--- src/rtl/psw_pkg.sv ---
// Shared types and constants for the priority schedule wait-time block.
// Depends on nothing; imported by every module of the block.
`timescale 1ns / 1ps

package psw_pkg;

   localparam int MAX_PROCS = 16;
   localparam int IDX_W     = (MAX_PROCS > 1) ? $clog2(MAX_PROCS) : 1;
   localparam int CNT_W     = $clog2(MAX_PROCS + 1);
   localparam int BURST_W   = 16;
   localparam int PRIO_W    = 8;
   localparam int ID_W      = 5;
   localparam int TIME_W    = 20;
   localparam int TOT_W     = 25;
   localparam int STEP_W    = $clog2(TOT_W);

   localparam logic [TIME_W-1:0] TIME_MAX = '1;

   typedef struct packed {
      logic [ID_W-1:0]    id;
      logic [PRIO_W-1:0]  prio;
      logic [BURST_W-1:0] burst;
   } psw_entry_type;

   typedef struct packed {
      logic              valid;
      logic              last;
      logic [CNT_W-1:0]  count;
      psw_entry_type     entry;
   } psw_beat_type;

endpackage

--- src/rtl/psw_div.sv ---
// Restoring divider, one quotient bit per cycle, for the schedule averages.
// Depends on psw_pkg.
`timescale 1ns / 1ps

module psw_div
   import psw_pkg::*;
(
   input  logic             clock,
   input  logic             reset,
   input  logic             start,
   input  logic [TOT_W-1:0] dividend,
   input  logic [CNT_W-1:0] divisor,
   output logic             done,
   output logic [TOT_W-1:0] quotient
);

   logic              busy_ff;
   logic              done_ff;
   logic [STEP_W-1:0] step_ff;
   logic [TOT_W-1:0]  quo_ff;
   logic [CNT_W-1:0]  rem_ff;
   logic [CNT_W-1:0]  div_ff;
   logic [CNT_W:0]    rem_shift;
   logic              ge;
   logic [CNT_W-1:0]  rem_in;

   always_comb begin
      rem_shift = {rem_ff, quo_ff[TOT_W-1]};
      ge        = (rem_shift >= {1'b0, div_ff});
      rem_in    = ge ? CNT_W'(rem_shift - {1'b0, div_ff}) : CNT_W'(rem_shift);
   end

   always_ff @(posedge clock) begin
      if (reset) begin
         busy_ff <= 1'b0;
         done_ff <= 1'b0;
      end else begin
         done_ff <= 1'b0;
         if (start) begin
            busy_ff <= 1'b1;
         end else if (busy_ff && step_ff == '0) begin
            busy_ff <= 1'b0;
            done_ff <= 1'b1;
         end
      end
   end

   always_ff @(posedge clock) begin
      if (start) begin
         quo_ff  <= dividend;
         rem_ff  <= '0;
         div_ff  <= divisor;
         step_ff <= STEP_W'(TOT_W - 1);
      end else if (busy_ff) begin
         rem_ff  <= rem_in;
         quo_ff  <= {quo_ff[TOT_W-2:0], ge};
         step_ff <= step_ff - 1'b1;
      end
   end

   assign done     = done_ff;
   assign quotient = quo_ff;

endmodule

--- src/rtl/psw_sorter.sv ---
// Process store with load, in-place exchange sort and ordered read-out.
// Holds the entry memory; depends on psw_pkg.
`timescale 1ns / 1ps

module psw_sorter
   import psw_pkg::*;
(
   input  logic               clock,
   input  logic               reset,
   input  logic               accept,
   input  logic [BURST_W-1:0] burst_time,
   input  logic [PRIO_W-1:0]  prio_value,
   input  logic               last_process,
   output logic               loading,
   output psw_beat_type       beat
);

   localparam logic [2:0] ST_LOAD = 3'd0;
   localparam logic [2:0] ST_RDI  = 3'd1;
   localparam logic [2:0] ST_LDI  = 3'd2;
   localparam logic [2:0] ST_CMP  = 3'd3;
   localparam logic [2:0] ST_WRI  = 3'd4;
   localparam logic [2:0] ST_EMIT = 3'd5;
   localparam logic [2:0] ST_TAIL = 3'd6;

   psw_entry_type     mem [MAX_PROCS];

   logic [2:0]        state_ff, state_in;
   logic [CNT_W-1:0]  cnt_ff, cnt_in;
   logic [CNT_W-1:0]  i_ff, i_in;
   logic [CNT_W-1:0]  j_ff, j_in;
   logic [CNT_W-1:0]  k_ff, k_in;
   psw_entry_type     a_ff, a_in;
   psw_entry_type     rd_ff;
   logic              rv_ff, rv_in;
   logic              rl_ff, rl_in;

   logic              we;
   logic [IDX_W-1:0]  waddr;
   psw_entry_type     wdata;
   logic [CNT_W-1:0]  raddr;
   logic [CNT_W-1:0]  cnt_next;

   always_comb begin
      state_in = state_ff;
      cnt_in   = cnt_ff;
      i_in     = i_ff;
      j_in     = j_ff;
      k_in     = k_ff;
      a_in     = a_ff;
      rv_in    = 1'b0;
      rl_in    = 1'b0;
      we       = 1'b0;
      waddr    = i_ff[IDX_W-1:0];
      wdata    = a_ff;
      raddr    = i_ff;
      cnt_next = (cnt_ff < CNT_W'(MAX_PROCS)) ? cnt_ff + 1'b1 : cnt_ff;

      case (state_ff)
         ST_LOAD: begin
            if (accept) begin
               if (cnt_ff < CNT_W'(MAX_PROCS)) begin
                  we          = 1'b1;
                  waddr       = cnt_ff[IDX_W-1:0];
                  wdata.id    = ID_W'(cnt_ff) + ID_W'(1);
                  wdata.prio  = prio_value;
                  wdata.burst = burst_time;
               end
               cnt_in = cnt_next;
               if (last_process) begin
                  i_in     = '0;
                  k_in     = '0;
                  state_in = (cnt_next > CNT_W'(1)) ? ST_RDI : ST_EMIT;
               end
            end
         end
         ST_RDI: begin
            raddr    = i_ff;
            j_in     = i_ff + 1'b1;
            state_in = ST_LDI;
         end
         ST_LDI: begin
            a_in     = rd_ff;
            raddr    = j_ff;
            state_in = ST_CMP;
         end
         ST_CMP: begin
            raddr = j_ff + 1'b1;
            if (a_ff.prio < rd_ff.prio) begin
               we    = 1'b1;
               waddr = j_ff[IDX_W-1:0];
               wdata = a_ff;
               a_in  = rd_ff;
            end
            if (j_ff + 1'b1 < cnt_ff) begin
               j_in = j_ff + 1'b1;
            end else begin
               state_in = ST_WRI;
            end
         end
         ST_WRI: begin
            we    = 1'b1;
            waddr = i_ff[IDX_W-1:0];
            wdata = a_ff;
            i_in  = i_ff + 1'b1;
            if (i_ff + 1'b1 >= cnt_ff - 1'b1) begin
               state_in = ST_EMIT;
            end else begin
               state_in = ST_RDI;
            end
         end
         ST_EMIT: begin
            raddr = k_ff;
            k_in  = k_ff + 1'b1;
            rv_in = 1'b1;
            if (k_ff + 1'b1 == cnt_ff) begin
               rl_in    = 1'b1;
               state_in = ST_TAIL;
            end
         end
         ST_TAIL: begin
            cnt_in   = '0;
            state_in = ST_LOAD;
         end
         default: begin
            state_in = ST_LOAD;
         end
      endcase
   end

   always_ff @(posedge clock) begin
      if (we) begin
         mem[waddr] <= wdata;
      end
      rd_ff <= mem[raddr[IDX_W-1:0]];
   end

   always_ff @(posedge clock) begin
      if (reset) begin
         state_ff <= ST_LOAD;
         cnt_ff   <= '0;
         rv_ff    <= 1'b0;
         rl_ff    <= 1'b0;
      end else begin
         state_ff <= state_in;
         cnt_ff   <= cnt_in;
         rv_ff    <= rv_in;
         rl_ff    <= rl_in;
      end
   end

   always_ff @(posedge clock) begin
      i_ff <= i_in;
      j_ff <= j_in;
      k_ff <= k_in;
      a_ff <= a_in;
   end

   assign loading     = (state_ff == ST_LOAD);
   assign beat.valid  = rv_ff;
   assign beat.last   = rl_ff;
   assign beat.count  = cnt_ff;
   assign beat.entry  = rd_ff;

endmodule

--- src/rtl/priority_schedule_wait_times.sv ---
// Results: after the beat with last_process the set is sorted; non-final results come
// one per cycle; the last, with both averages, follows once both dividers are done.
// Throughput: one load beat per cycle while busy is low; the entry-memory sort and the
// 25-step average dividers set the time per set; busy drops in the cycle of the last result.
// Reset: synchronous, clears control and totals; the entry memory is not cleared.
// Results are strobed for one cycle; the receiver cannot stall.
`timescale 1ns / 1ps

module priority_schedule_wait_times
   import psw_pkg::*;
(
   input  logic               clock,
   input  logic               reset,
   input  logic               start,
   output logic               busy,
   input  logic [BURST_W-1:0] req_burst_time,
   input  logic [PRIO_W-1:0]  req_prio_value,
   input  logic               req_last_process,
   output logic               rsp_strobe,
   output logic [ID_W-1:0]    rsp_process_id,
   output logic [BURST_W-1:0] rsp_burst_out,
   output logic [PRIO_W-1:0]  rsp_prio_out,
   output logic [TIME_W-1:0]  rsp_wait_time,
   output logic [TIME_W-1:0]  rsp_turnaround_time,
   output logic [TIME_W-1:0]  rsp_avg_wait,
   output logic [TIME_W-1:0]  rsp_avg_turnaround,
   output logic               rsp_last_result
);

   psw_beat_type      beat;
   logic              loading;
   logic              accept;

   logic              hold_ff;
   logic [TIME_W-1:0] run_ff, run_in;
   logic [TOT_W-1:0]  wtot_ff, wtot_in;
   logic [TOT_W-1:0]  ttot_ff, ttot_in;
   logic [TIME_W:0]   tat_sum;
   logic [TIME_W-1:0] tat;
   logic [TOT_W:0]    wsum;
   logic [TOT_W:0]    tsum;

   logic              div_start;
   logic              wdone, tdone;
   logic [TOT_W-1:0]  wquo, tquo;

   logic              strobe_ff;
   logic [ID_W-1:0]   id_ff;
   logic [BURST_W-1:0] burst_ff;
   logic [PRIO_W-1:0] prio_ff;
   logic [TIME_W-1:0] wait_ff;
   logic [TIME_W-1:0] tat_ff;
   logic [TIME_W-1:0] avgw_ff;
   logic [TIME_W-1:0] avgt_ff;
   logic              last_ff;

   assign busy   = ~loading | hold_ff;
   assign accept = start & ~busy;

   psw_sorter u_sorter (
      .clock        (clock),
      .reset        (reset),
      .accept       (accept),
      .burst_time   (req_burst_time),
      .prio_value   (req_prio_value),
      .last_process (req_last_process),
      .loading      (loading),
      .beat         (beat)
   );

   always_comb begin
      tat_sum = {1'b0, run_ff} + (TIME_W + 1)'(beat.entry.burst);
      tat     = tat_sum[TIME_W] ? TIME_MAX : tat_sum[TIME_W-1:0];
      wsum    = {1'b0, wtot_ff} + (TOT_W + 1)'(run_ff);
      tsum    = {1'b0, ttot_ff} + (TOT_W + 1)'(tat);
      wtot_in = wsum[TOT_W] ? '1 : wsum[TOT_W-1:0];
      ttot_in = tsum[TOT_W] ? '1 : tsum[TOT_W-1:0];
      run_in  = tat;
      div_start = beat.valid & beat.last;
   end

   psw_div u_div_wait (
      .clock    (clock),
      .reset    (reset),
      .start    (div_start),
      .dividend (wtot_in),
      .divisor  (beat.count),
      .done     (wdone),
      .quotient (wquo)
   );

   psw_div u_div_tat (
      .clock    (clock),
      .reset    (reset),
      .start    (div_start),
      .dividend (ttot_in),
      .divisor  (beat.count),
      .done     (tdone),
      .quotient (tquo)
   );

   always_ff @(posedge clock) begin
      if (reset) begin
         hold_ff   <= 1'b0;
         strobe_ff <= 1'b0;
         run_ff    <= '0;
         wtot_ff   <= '0;
         ttot_ff   <= '0;
      end else begin
         strobe_ff <= 1'b0;
         if (beat.valid) begin
            if (beat.last) begin
               hold_ff <= 1'b1;
               run_ff  <= '0;
               wtot_ff <= '0;
               ttot_ff <= '0;
            end else begin
               strobe_ff <= 1'b1;
               run_ff    <= run_in;
               wtot_ff   <= wtot_in;
               ttot_ff   <= ttot_in;
            end
         end else if (hold_ff && wdone && tdone) begin
            hold_ff   <= 1'b0;
            strobe_ff <= 1'b1;
         end
      end
   end

   always_ff @(posedge clock) begin
      if (beat.valid) begin
         id_ff    <= beat.entry.id;
         burst_ff <= beat.entry.burst;
         prio_ff  <= beat.entry.prio;
         wait_ff  <= run_ff;
         tat_ff   <= tat;
         avgw_ff  <= '0;
         avgt_ff  <= '0;
         last_ff  <= 1'b0;
      end else if (hold_ff && wdone && tdone) begin
         avgw_ff  <= (wquo > TOT_W'(TIME_MAX)) ? TIME_MAX : wquo[TIME_W-1:0];
         avgt_ff  <= (tquo > TOT_W'(TIME_MAX)) ? TIME_MAX : tquo[TIME_W-1:0];
         last_ff  <= 1'b1;
      end
   end

   assign rsp_strobe          = strobe_ff;
   assign rsp_process_id      = id_ff;
   assign rsp_burst_out       = burst_ff;
   assign rsp_prio_out        = prio_ff;
   assign rsp_wait_time       = wait_ff;
   assign rsp_turnaround_time = tat_ff;
   assign rsp_avg_wait        = avgw_ff;
   assign rsp_avg_turnaround  = avgt_ff;
   assign rsp_last_result     = last_ff;

endmodule
--- config.mk ---
export PLATFORM = sky130hd
export DESIGN_NAME = priority_schedule_wait_times
export DESIGN_NICKNAME = d
export VERILOG_FILES = /design/src/rtl/psw_pkg.sv /design/src/rtl/psw_div.sv /design/src/rtl/psw_sorter.sv /design/src/rtl/priority_schedule_wait_times.sv
export SDC_FILE = /design/constraint.sdc
export NUM_CORES = 1
export LEC_CHECK = 0
export ABC_CLOCK_PERIOD_IN_PS = 12500
export BUFFER_PORTS_ARGS = -buffer_cell sky130_fd_sc_hd__clkbuf_2
export CAP_MARGIN = 10
export CORE_MARGIN = 2
export CORE_UTILIZATION = 42
export DETAILED_ROUTE_END_ITERATION = 10
export HOLD_SLACK_MARGIN = 0.02
export SETUP_SLACK_MARGIN = 0.4
export SLEW_MARGIN = 0
export SYNTH_ARGS = -nofsm -noshare
export SYNTH_HDL_FRONTEND = slang
export SYNTH_HIERARCHICAL = 1
export SYNTH_SLANG_ARGS = --single-unit
--- constraint.sdc ---
create_clock -name clock -period 12.5 [get_ports clock]
set_input_delay 2.5 -clock clock [delete_from_list [all_inputs] [get_ports clock]]
set_output_delay 2.5 -clock clock [all_outputs]
set_load 0.02 [all_outputs]
# Yosys cells after proc, flatten, opt, wreduce, memory -nomap -nowiden
# Memories as Yosys holds them, arrays and structs flattened. A register that Yosys moved wholly into a read port is not among the register bits.
# Cells that the tools add are included.
[classes]
magnitude_cmp = 9
n_addsub = 12
reduce_logical = 26
mux = 60
bitwise = 6
eq_ne = 14
[op_table]
columns = ["op", "n"]
rows = [
  ["25-bit two-way mux", 8],
  ["29-bit two-way mux", 4],
  ["20-bit two-way mux", 4],
  ["29-bit case mux with 2 select lines", 1],
  ["25-bit by 20-bit adder with 26-bit output", 2],
  ["25-bit by 20-bit greater-than comparator with 1-bit output (second input constant)", 2],
  ["5-bit case mux with 2 select lines", 4],
  ["5-bit two-way mux", 7],
  ["20-bit by 16-bit adder with 21-bit output", 1],
  ["5-bit by 1-bit adder with 5-bit output (second input constant)", 4],
  ["2-bit nonzero test", 10],
  ["1-bit two-way mux", 19],
  ["3-bit two-way mux", 6],
  ["3-bit case mux with 6 select lines", 1],
  ["5-bit by 1-bit subtractor with 5-bit output (second input constant)", 3],
  ["6-bit by 5-bit >= comparator with 1-bit output", 2],
  ["4-bit two-way mux", 3],
  ["4-bit case mux with 3 select lines", 1],
  ["5-bit zero test", 2],
  ["5-bit subtractor", 2],
  ["3-bit equality test (second input constant)", 3],
  ["8-bit < comparator", 1],
  ["2-bit by 1-bit != test with 1-bit output (second input constant)", 4],
  ["4-bit case mux with 2 select lines", 1],
  ["18 further kinds", 32],
]
[totals]
inputBits = 28
n_memories = 1
ram_bits = 464
reg_bits = 315
[mem_list]
columns = ["name", "depth", "word_bits", "rd", "rd_ports_with_merged_regs", "write_ports", "line", "text"]
rows = [
  ["u_sorter.mem", 16, 29, 1, 1, 1, "psw_sorter.sv:26", "psw_entry_type mem [MAX_PROCS];"],
]

# Depth between registers and ports, before layout
# Gate-level depths: netlist (run 1).
[depth]
ltp_word = 9
mapped_depth = 23
ltp_nobuf = 20

# Cells and area by module
# Netlist (run 1), hierarchy kept.
[by_module_without_submodules]
columns = ["mod", "instances", "cells_per_inst", "area_each_um2", "seq_area_each_um2"]
rows = [
  ["psw_sorter", 1, 1374, 22084.9, 16035.4],
  ["priority_schedule_wait_times", 1, 978, 9434.0, 4334.2],
  ["psw_div", 2, 143, 1923.1, 1141.1],
]

# Worst setup path after synthesis (run 1)
# OpenSTA, ideal clock, no wires.
[synth_path]
kind = "input port to flip-flop"
startpoint = "input port start"
endpoint = "memory u_sorter/mem[7][0] (netlist bit) (enable)"
setup_slack_ns = 5.061
setup_ns = 0.499
path_stages = 8
n_path_buf = 0
arrival_time_ns = 6.940
path_cell_list = "inv_1 -> nor2_1 -> nor2b_1 -> nand2_1 -> a21oi_1 -> o21ai_0 -> a222oi_1 -> nor4b_1"
[synth_via]
elab_chain_len = 5
word_cells_on_any_way = 7
[synth_rtl]
columns = ["item", "line", "text"]
rows = [
  ["from (decl)", "priority_schedule_wait_times.sv:14", "input logic start,"],
  ["1-bit AND *", "priority_schedule_wait_times.sv:58", "assign accept = start & ~busy;"],
  ["named net accept", "priority_schedule_wait_times.sv:32", "logic accept;"],
  ["1-bit two-way mux", "psw_sorter.sv:61", "if (accept) begin"],
  ["1-bit case mux with 3 select lines", "psw_sorter.sv:59", "case (state_ff)"],
  ["1-bit two-way mux", "psw_sorter.sv:132", "if (we) begin"],
  ["1-bit two-way mux (not written as such)", "psw_sorter.sv:133", "mem[waddr] <= wdata;"],
  ["to (decl)", "psw_sorter.sv:26", ""],
]
# The timed path passes the listed nets; every way through them passes the cells marked *.

# Final worst setup path (run 1)
[layout_path]
startpoint = "register run_ff[0]"
endpoint = "register u_div_tat.quo_ff[24] (netlist: u_div_tat/quotient[24]) (data pin)"
[layout_via]
elab_chain_len = 5
[layout_rtl]
columns = ["item", "line", "text"]
rows = [
  ["from (decl)", "priority_schedule_wait_times.sv:35", "logic [TIME_W-1:0] run_ff, run_in;"],
  ["from (signal assigned)", "priority_schedule_wait_times.sv:119", "run_ff <= run_in;"],
  ["20-bit by 16-bit adder with 21-bit output", "priority_schedule_wait_times.sv:72", "tat_sum = {1'b0, run_ff} + (TIME_W + 1)'(beat.entry.burst);"],
  ["20-bit two-way mux", "priority_schedule_wait_times.sv:73", "tat = tat_sum[TIME_W] ? TIME_MAX : tat_sum[TIME_W-1:0];"],
  ["named net run_in[4]", "priority_schedule_wait_times.sv:35", ""],
  ["25-bit by 20-bit adder with 26-bit output", "priority_schedule_wait_times.sv:75", "tsum = {1'b0, ttot_ff} + (TOT_W + 1)'(tat);"],
  ["25-bit two-way mux", "priority_schedule_wait_times.sv:77", "ttot_in = tsum[TOT_W] ? '1 : tsum[TOT_W-1:0];"],
  ["named net ttot_in[24]", "priority_schedule_wait_times.sv:37", "logic [TOT_W-1:0] ttot_ff, ttot_in;"],
  ["25-bit two-way mux", "psw_div.sv:49", "if (start) begin"],
  ["to (signal assigned)", "psw_div.sv:50", "quo_ff <= dividend;"],
  ["to (signal assigned)", "psw_div.sv:56", "quo_ff <= {quo_ff[TOT_W-2:0], ge};"],
  ["to (decl)", "psw_div.sv:20", "logic [TOT_W-1:0] quo_ff;"],
]
# The timed path passes the listed nets, and every way through them passes these cells.
# A chain may end at the register's enable or synchronous reset.

==> results of run 1 <==
==> stage by stage <==
stage / setup WS (ps) / instances / hold slack (ps) / instance area [sq um] / total power [uW]
final: 6610 / 3920 / 431 / 40100 / 9290
after global routing: 6060 / 3920 / 442 / 40100 / 9710
after CTS: 6630 / 3920 / 436 / 40100 / 9340
after detailed placement: 6530 / 3760 / 421 / 37200 / 6740
after global placement: 6590 / 3760 / 422 / 37200 / 6670
after floorplan: 5060 / 2638 / 404 / 35400 / 5660
==> metal layers <==
metal  share of wire (%)  global-route usage, %  up-vias
met3                 6.2                   3.04      151
met2                  46                   34.7      767
li1                    -                      -    10324
met4                 2.6                   6.26        2
met5               0.014                      0        -
met1                  45                   30.9    11515
==> path summary, 6_finish.rpt <==
check                    startpoint                     end  slack (ps)  cells after the start
hold / removal    u_sorter/beat[25]       rsp_process_id[1]         430                      0
setup / recovery          run_ff[0]  u_div_tat/quotient[24]        6610                     19
setup reg to reg          run_ff[0]  u_div_tat/quotient[24]        6610                     19
hold reg to reg   u_sorter/beat[25]       rsp_process_id[1]         430                      0
==> flip-flops by register name (all words and copies together), names as in the netlist, 8 cells and up <==
| name | cells |
|---|---|
| rsp_prio_out | 8 |
| rsp_burst_out | 16 |
| rsp_turnaround_time | 20 |
| ttot_ff | 25 |
| u_div_tat/quotient | 25 |
| u_div_wait/quotient | 25 |
| wtot_ff | 25 |
| rsp_avg_wait | 20 |
| u_sorter/mem | 464 |
| u_sorter/a_ff | 29 |
| u_sorter/beat | 29 |
| rsp_avg_turnaround | 20 |
| rsp_wait_time | 20 |
| run_ff | 20 |
==> final cells by class <==
class	instances	area (sq um)	area share, %
sequential	813	22700	56.5
multi-input combinational	1607	11900	29.7
clock buffer	112	2380	5.94
tap	1080	1350	3.37
timing repair buffer	180	1020	2.53
clock inverter	48	500	1.25
inverter	80	300	0.749
==> power groups by stage <==
| stage | sequential (uW) | clock, uW | combinational, uW |
|---|---|---|---|
| after floorplan | 3680 | 0 | 1990 |
| after global placement | 3790 | 0 | 2880 |
| after detailed placement | 3800 | 0 | 2940 |
| after CTS | 3750 | 2630 | 2960 |
| after global routing | 3770 | 2740 | 3190 |
| final | 3750 | 2580 | 2960 |
==> logic make-up after synthesis <==
family | Yosys count
AO/OA/AOI/OAI | 543
XOR/XNOR | 75
adder cells (fa/ha/maj) | 94
buffers and inverters | 218
flip-flops | 813
multiplexers | 157
AND/OR/NAND/NOR | 738
==> synth_stat cells (all sizes together), types with 12 or more instances <==
cell type,number
edfxtp,637
nand2,274
nor2,183
dfxtp,176
o211ai,108
mux2,92
ha,89
a21oi,79
inv,79
clkbuf,78
o21ai,74
nor3,71
buf,60
mux4,58
and3,57
a22o,53
xnor2,47
a22oi,35
nand3,32
a21o,30
nand2b,28
xor2,28
o21a,24
o311ai,23
a211oi,20
nor2b,14
or3,13
a211o,12
==> worst max-delay path: cells and delay by family (launching register included) <==
| family | cells | cell delay [ps] |
|---|---|---|
| fa+ha+maj | 3 | 1090 |
| flops | 1 | 340 |
| simple gates | 6 | 1740 |
| compound gates | 9 | 2200 |
| mux | 1 | 250 |
==> qor.txt, run 1 <==
Hold WC Path Type = reg -> reg
Final setup viols = 0
EDFF count, synth = 637
row count = 106
Yosys cell types = 101
post-synthesis simple-gate area fraction = 9.81%
gr usage total = 21.7%
Post-Synthesis Cells = 2638
initial antenna violation count = 3
Via Count = 22759
DRC = 0
Layout fillers = 7339
Comb power frac = 31.9%
Syn Std Cell Area = 35400 sq um
ys async rst share = 0%
pin count of the biggest net entering global routing = 103
status = finished clean
Post-DRT Antenna Nets = 0
Starting Density = 42.3%
DP HPWL = 60.5 mm
Startpoint Class = flop
top_reg_cell synth = edfxtp_1
period utilisation layout = 47.1%
# port buffers = 139
mux cell area share after synthesis = 6.82%
syn avg cell area = 13.4 sq um
Final Slew Violations = 0
clk_lat worst skew = 640 ps
fmax = 170 MHz
Pint = 6030 uW
CTS Buf Count = 87
Worst IR Drop VDD = 0.149 mV
Final Skew = 29.3 ps
Root Driver = clkbuf_16
postcts setup bufs = 0
Clock power frac = 27.8%
Slowest cell on crit path = nor2_2
Final #Nets = 2891
CP Capture Type = flop
routed wire length per instance = 24.1 um
drt first pass iters = 5
compound-cell area share of the yosys netlist = 11.3%
clock sink count = 813
total negative slack = 0 ps
top cells by area, synth = edfxtp_1 54%, dfxtp_1 10%, mux4_2 3.7%, ha_1 3.1%, mux2_2 2.9%
dominant combinational cell family by area after synthesis = compound AO/OA/AOI/OAI gates
vias in the first global route = 22489
endpoints failing hold = 0
max-cap violations = 0
Flop pwr share = 40.3%
Routability Congestion = 0.927
area leader, netlist = edfxtp_1
Layout area overhead = 13.4%
post-synth top area share = 54.1%
Net Sw Frac = 35.1%
Crit Path Max Fanout = 22
xor and xnor area share after synthesis = 1.86%
CTS tree = yes
PwrDens = 232 nW/um^2
leakage = 0.0148 uW
post_cts resized = 0
WP data required = 12880 ps
worst path cell trace = ha_1, fa_1, a211oi_1, o21a_1, nor4b_2, a211oi_2, o21a_4, or2_1, o21ai_1, ha_1, a21oi_1, nand2_1, nor2_1, o21ai_1, o31a_1, nor2_2, nand3_1, o21a_1, mux2_2
Synth Area in Adders = 3.43%
Sw Pwr = 3260 uW
most frequent cells in the layout = 637 x edfxtp_1, 273 x nand2_1, 175 x dfxtp_1
global-route wire length before repair = 141 mm
Seq cells post-synth = 813
Die Ht = 294 um
final WL = 94.3 mm
clock transition at the registers of the reported paths = 60 ps
Slew @ Worst Pin = 1160 ps
1st-iter DRT viols = 1939
synth warn = 6
share of cells above drive strength 1 = 18.8%
Antenna Cells = 0
total grt overflow = 0
maximum buffer depth of the clock tree = 3
most common cell after layout, fill and taps aside = edfxtp_1
via/cell ratio = 5.81
CP Class = reg -> reg
core area = 83600 sq um
relative slew slack = 22.2%
I/O pin total = 140
syn nets = 2760
share of the yosys chip area belonging to registers = 64.1%
die area = 86500 sq um
CTS H-tree depth = 3
Worst Path Arrival = 6270 ps
Core Util, Final = 48.0%
Final min period = 5890 ps
Post-CTS Hold Buffers = 0
setup repair after global routing missed its margin = false
CP peak stage delay = 720 ps
Die W = 294 um
(Power assumes the default switching activity.)
==> run 2, diff against run 1 <==
Settings changed: ABC_CLOCK_PERIOD_IN_PS 12500 to 5200.
Clock period 12.5 ns to 5.2 ns, I/O delays scaled along.
==> qor.txt, run 2 (synthesis results as in run 1) <==
Post-CTS Hold Buffers = 0 (unchanged)
most frequent cells in the layout = 637 x edfxtp_1, 270 x nand2_1, 173 x dfxtp_1 (was 637 x edfxtp_1, 273 x nand2_1, 175 x dfxtp_1)
Biggest register = u_sorter/mem (unchanged)
row count = 106 (unchanged)
CP Capture Type = flop (unchanged)
Hold WC Path Type = reg -> reg (unchanged)
routed wire length per instance = 23.8 um (was 24.1 um)
vias in the first global route = 22657 (was 22489)
I/O pin total = 140 (unchanged)
worst reg2reg startpoint = run_ff[0] (unchanged)
endpoints failing hold = 0 (unchanged)
Die W = 294 um (unchanged)
Multi-input gate area = 12300 sq um (was 11900 sq um)
Post-DRT Antenna Nets = 0 (unchanged)
Worst IR Drop VDD = 0.429 mV (was 0.149 mV)
pin count of the biggest net entering global routing = 73 (was 103)
worst path cell trace = ha_4, fa_2, a211oi_2, o21a_1, nor4b_2, a211oi_2, o21a_4, or2_4, nand2b_4, ha_2, fa_2, a21o_1, a31oi_4, o21bai_2, a31o_4, a31oi_4, o21ai_2, xnor2_2, nand2_1, mux2_2 (was ha_1, fa_1, a211oi_1, o21a_1, nor4b_2, a211oi_2, o21a_4, or2_1, o21ai_1, ha_1, a21oi_1, nand2_1, nor2_1, o21ai_1, o31a_1, nor2_2, nand3_1, o21a_1, mux2_2)
maximum buffer depth of the clock tree = 3 (unchanged)
Crit Path Max Fanout = 6 (was 22)
PwrDens = 549 nW/um^2 (was 232 nW/um^2)
core area = 83600 sq um (unchanged)
total negative slack = 0 ps (unchanged)
Setup crit end = u_div_tat/quotient[16] (was u_div_tat/quotient[24])
Design Area, Final = 41400 sq um (was 40100 sq um)
Final min period = 4640 ps (was 5890 ps)
Layout fillers = 7163 (was 7339)
status = finished clean (unchanged)
gr usage total = 21.7% (about the same)
Antenna Cells = 0 (unchanged)
share of cells above drive strength 1 = 22.7% (was 18.8%)
relative slew slack = 20.9% (was 22.2%)
Final Skew = 56.9 ps (was 29.3 ps)
placed cells = 3807 (was 3760)
CTS H-tree depth = 3 (unchanged)
Root Driver = clkbuf_16 (unchanged)
dpl ws = -70.8 ps (was 6530 ps)
die area = 86500 sq um (unchanged)
most common cell after layout, fill and taps aside = edfxtp_1 (unchanged)
final WL = 95.1 mm (was 94.3 mm)
Via Count = 23014 (was 22759)
1st-iter DRT viols = 1890 (was 1939)
R2R Setup Slk = 560 ps (was 6610 ps)
DP HPWL = 59.5 mm (was 60.5 mm)
FF-to-FF path depth = 20 (was 19)
drt first pass iters = 6 (was 5)
WP data required = 5580 ps (was 12880 ps)
Layout area overhead = 17.1% (was 13.4%)
via/cell ratio = 5.77 (was 5.81)
Slowest cell on crit path = fa_2 (was nor2_2)
clock sink count = 813 (unchanged)
crit path launch = run_ff[0] (unchanged)
Final #Nets = 2956 (was 2891)
global-route wire length before repair = 141 mm (about the same)
Startpoint Class = flop (unchanged)
CP Class = reg -> reg (unchanged)
max reg flops = 464 (unchanged)
Setup WS post-layout = 564 ps (was 6610 ps)
clock transition at the registers of the reported paths = 60 ps (about the same)
Die Ht = 294 um (unchanged)
CP peak stage delay = 390 ps (was 720 ps)
CTS tree = yes (unchanged)
Layout Cells excl Fill = 3988 (was 3920)
setup repair after global routing missed its margin = false (unchanged)
Slew @ Worst Pin = 1170 ps (was 1160 ps)
dpl cell area = 37700 sq um (was 37200 sq um)
DRC = 0 (unchanged)
r2r endpoint = u_div_tat/quotient[16] (was u_div_tat/quotient[24])
CTS Buf Count = 86 (was 87)
clk_lat worst skew = 670 ps (was 640 ps)
period utilisation layout = 89.2% (was 47.1%)
Worst Path Arrival = 5020 ps (was 6270 ps)
total grt overflow = 0 (unchanged)
fmax = 216 MHz (was 170 MHz)
FF+latch area = 22700 sq um (about the same)
Final Slew Violations = 0 (unchanged)
leakage = 0.0152 uW (was 0.0148 uW)
Starting Density = 42.3% (unchanged)
Final setup viols = 0 (unchanged)
Routability Congestion = 0.894 (was 0.927)
Core Util, Final = 49.6% (was 48.0%)
max-cap violations = 0 (unchanged)
initial antenna violation count = 9 (was 3)
# port buffers = 139 (unchanged)
-- run 2: cell count changes in the layout (fill, tap and decap cells not counted), sizes merged --
cell / before / now
buf: 41 / 106
bufinv: 8 / 13
inv: 81 / 79
clkbuf: 251 / 265
clkinv: 37 / 23
-- run 2: cell type report --
class,count,area share (%)
Inverter,80,0.725
Timing Repair Buffer,246,3.99
Sequential cell,813,54.7
Clock inverter,37,1.57
Multi-Input combinational cell,1607,29.8
Clock buffer,125,5.99
Tap cell,1080,3.26
-- run 2: worst max-delay path: cells and delay by family, from the launching register on --
| family | cells | cell delay (ps) |
|---|---|---|
| muxes | 1 | 260 |
| AOI/OAI and AO/OA | 10 | 2060 |
| DFF | 1 | 330 |
| adders and majority gates | 4 | 1120 |
| and+or+nand+nor | 4 | 420 |
| xor gates and xnor gates | 1 | 180 |
-- run 2: metrics by stage --
step                total power [uW]  hold slack, ps
global placement               16000             412
CTS                            22800             432
detailed placement             16100             419
floorplan                      13600             404
global route                   23800             441
finish                         22800             428
-- run 2: power breakdown --
part           switching (uW)  internal, uW  total [uW]  leakage (uW)
clock network            2620          4000        6620       0.00152
registers                 434          8470        8900       0.00721
logic                    4600          2640        7230       0.00652
total                    7650         15100       22800        0.0152
-- run 2: repair_timing --
item | in CTS | in global routing
cloned | 0 | 1
hold endpoints to repair | 0 | 0
buffers inserted | 4 | 14
pin swaps | 4 | 27
endpoints found under the setup margin | 49 | 37
resized for setup | 10 | 72
-- run 2: worst min path at each step --
stage	start	endpoint	depth (start not counted)
floorplan	u_sorter/beat[24]	rsp_process_id[0]	0
global placement	u_sorter/beat[25]	u_sorter/a_ff[25]	0
detailed placement	u_sorter/beat[28]	rsp_process_id[4]	0
CTS	u_sorter/beat[28]	u_sorter/a_ff[28]	0
global route	u_sorter/beat[24]	u_sorter/a_ff[24]	0
finish	u_sorter/beat[28]	u_sorter/a_ff[28]	0
-- run 2: per-layer routing --
| layer | track usage [%] | up-vias | share of wire (%) |
|---|---|---|---|
| li1 | - | 10444 | - |
| met1 | 29.8 | 11565 | 43 |
| met2 | 35.5 | 820 | 47 |
| met3 | 3.10 | 183 | 6.5 |
| met4 | 7.39 | 2 | 3.1 |
| met5 | 0 | - | 0.012 |
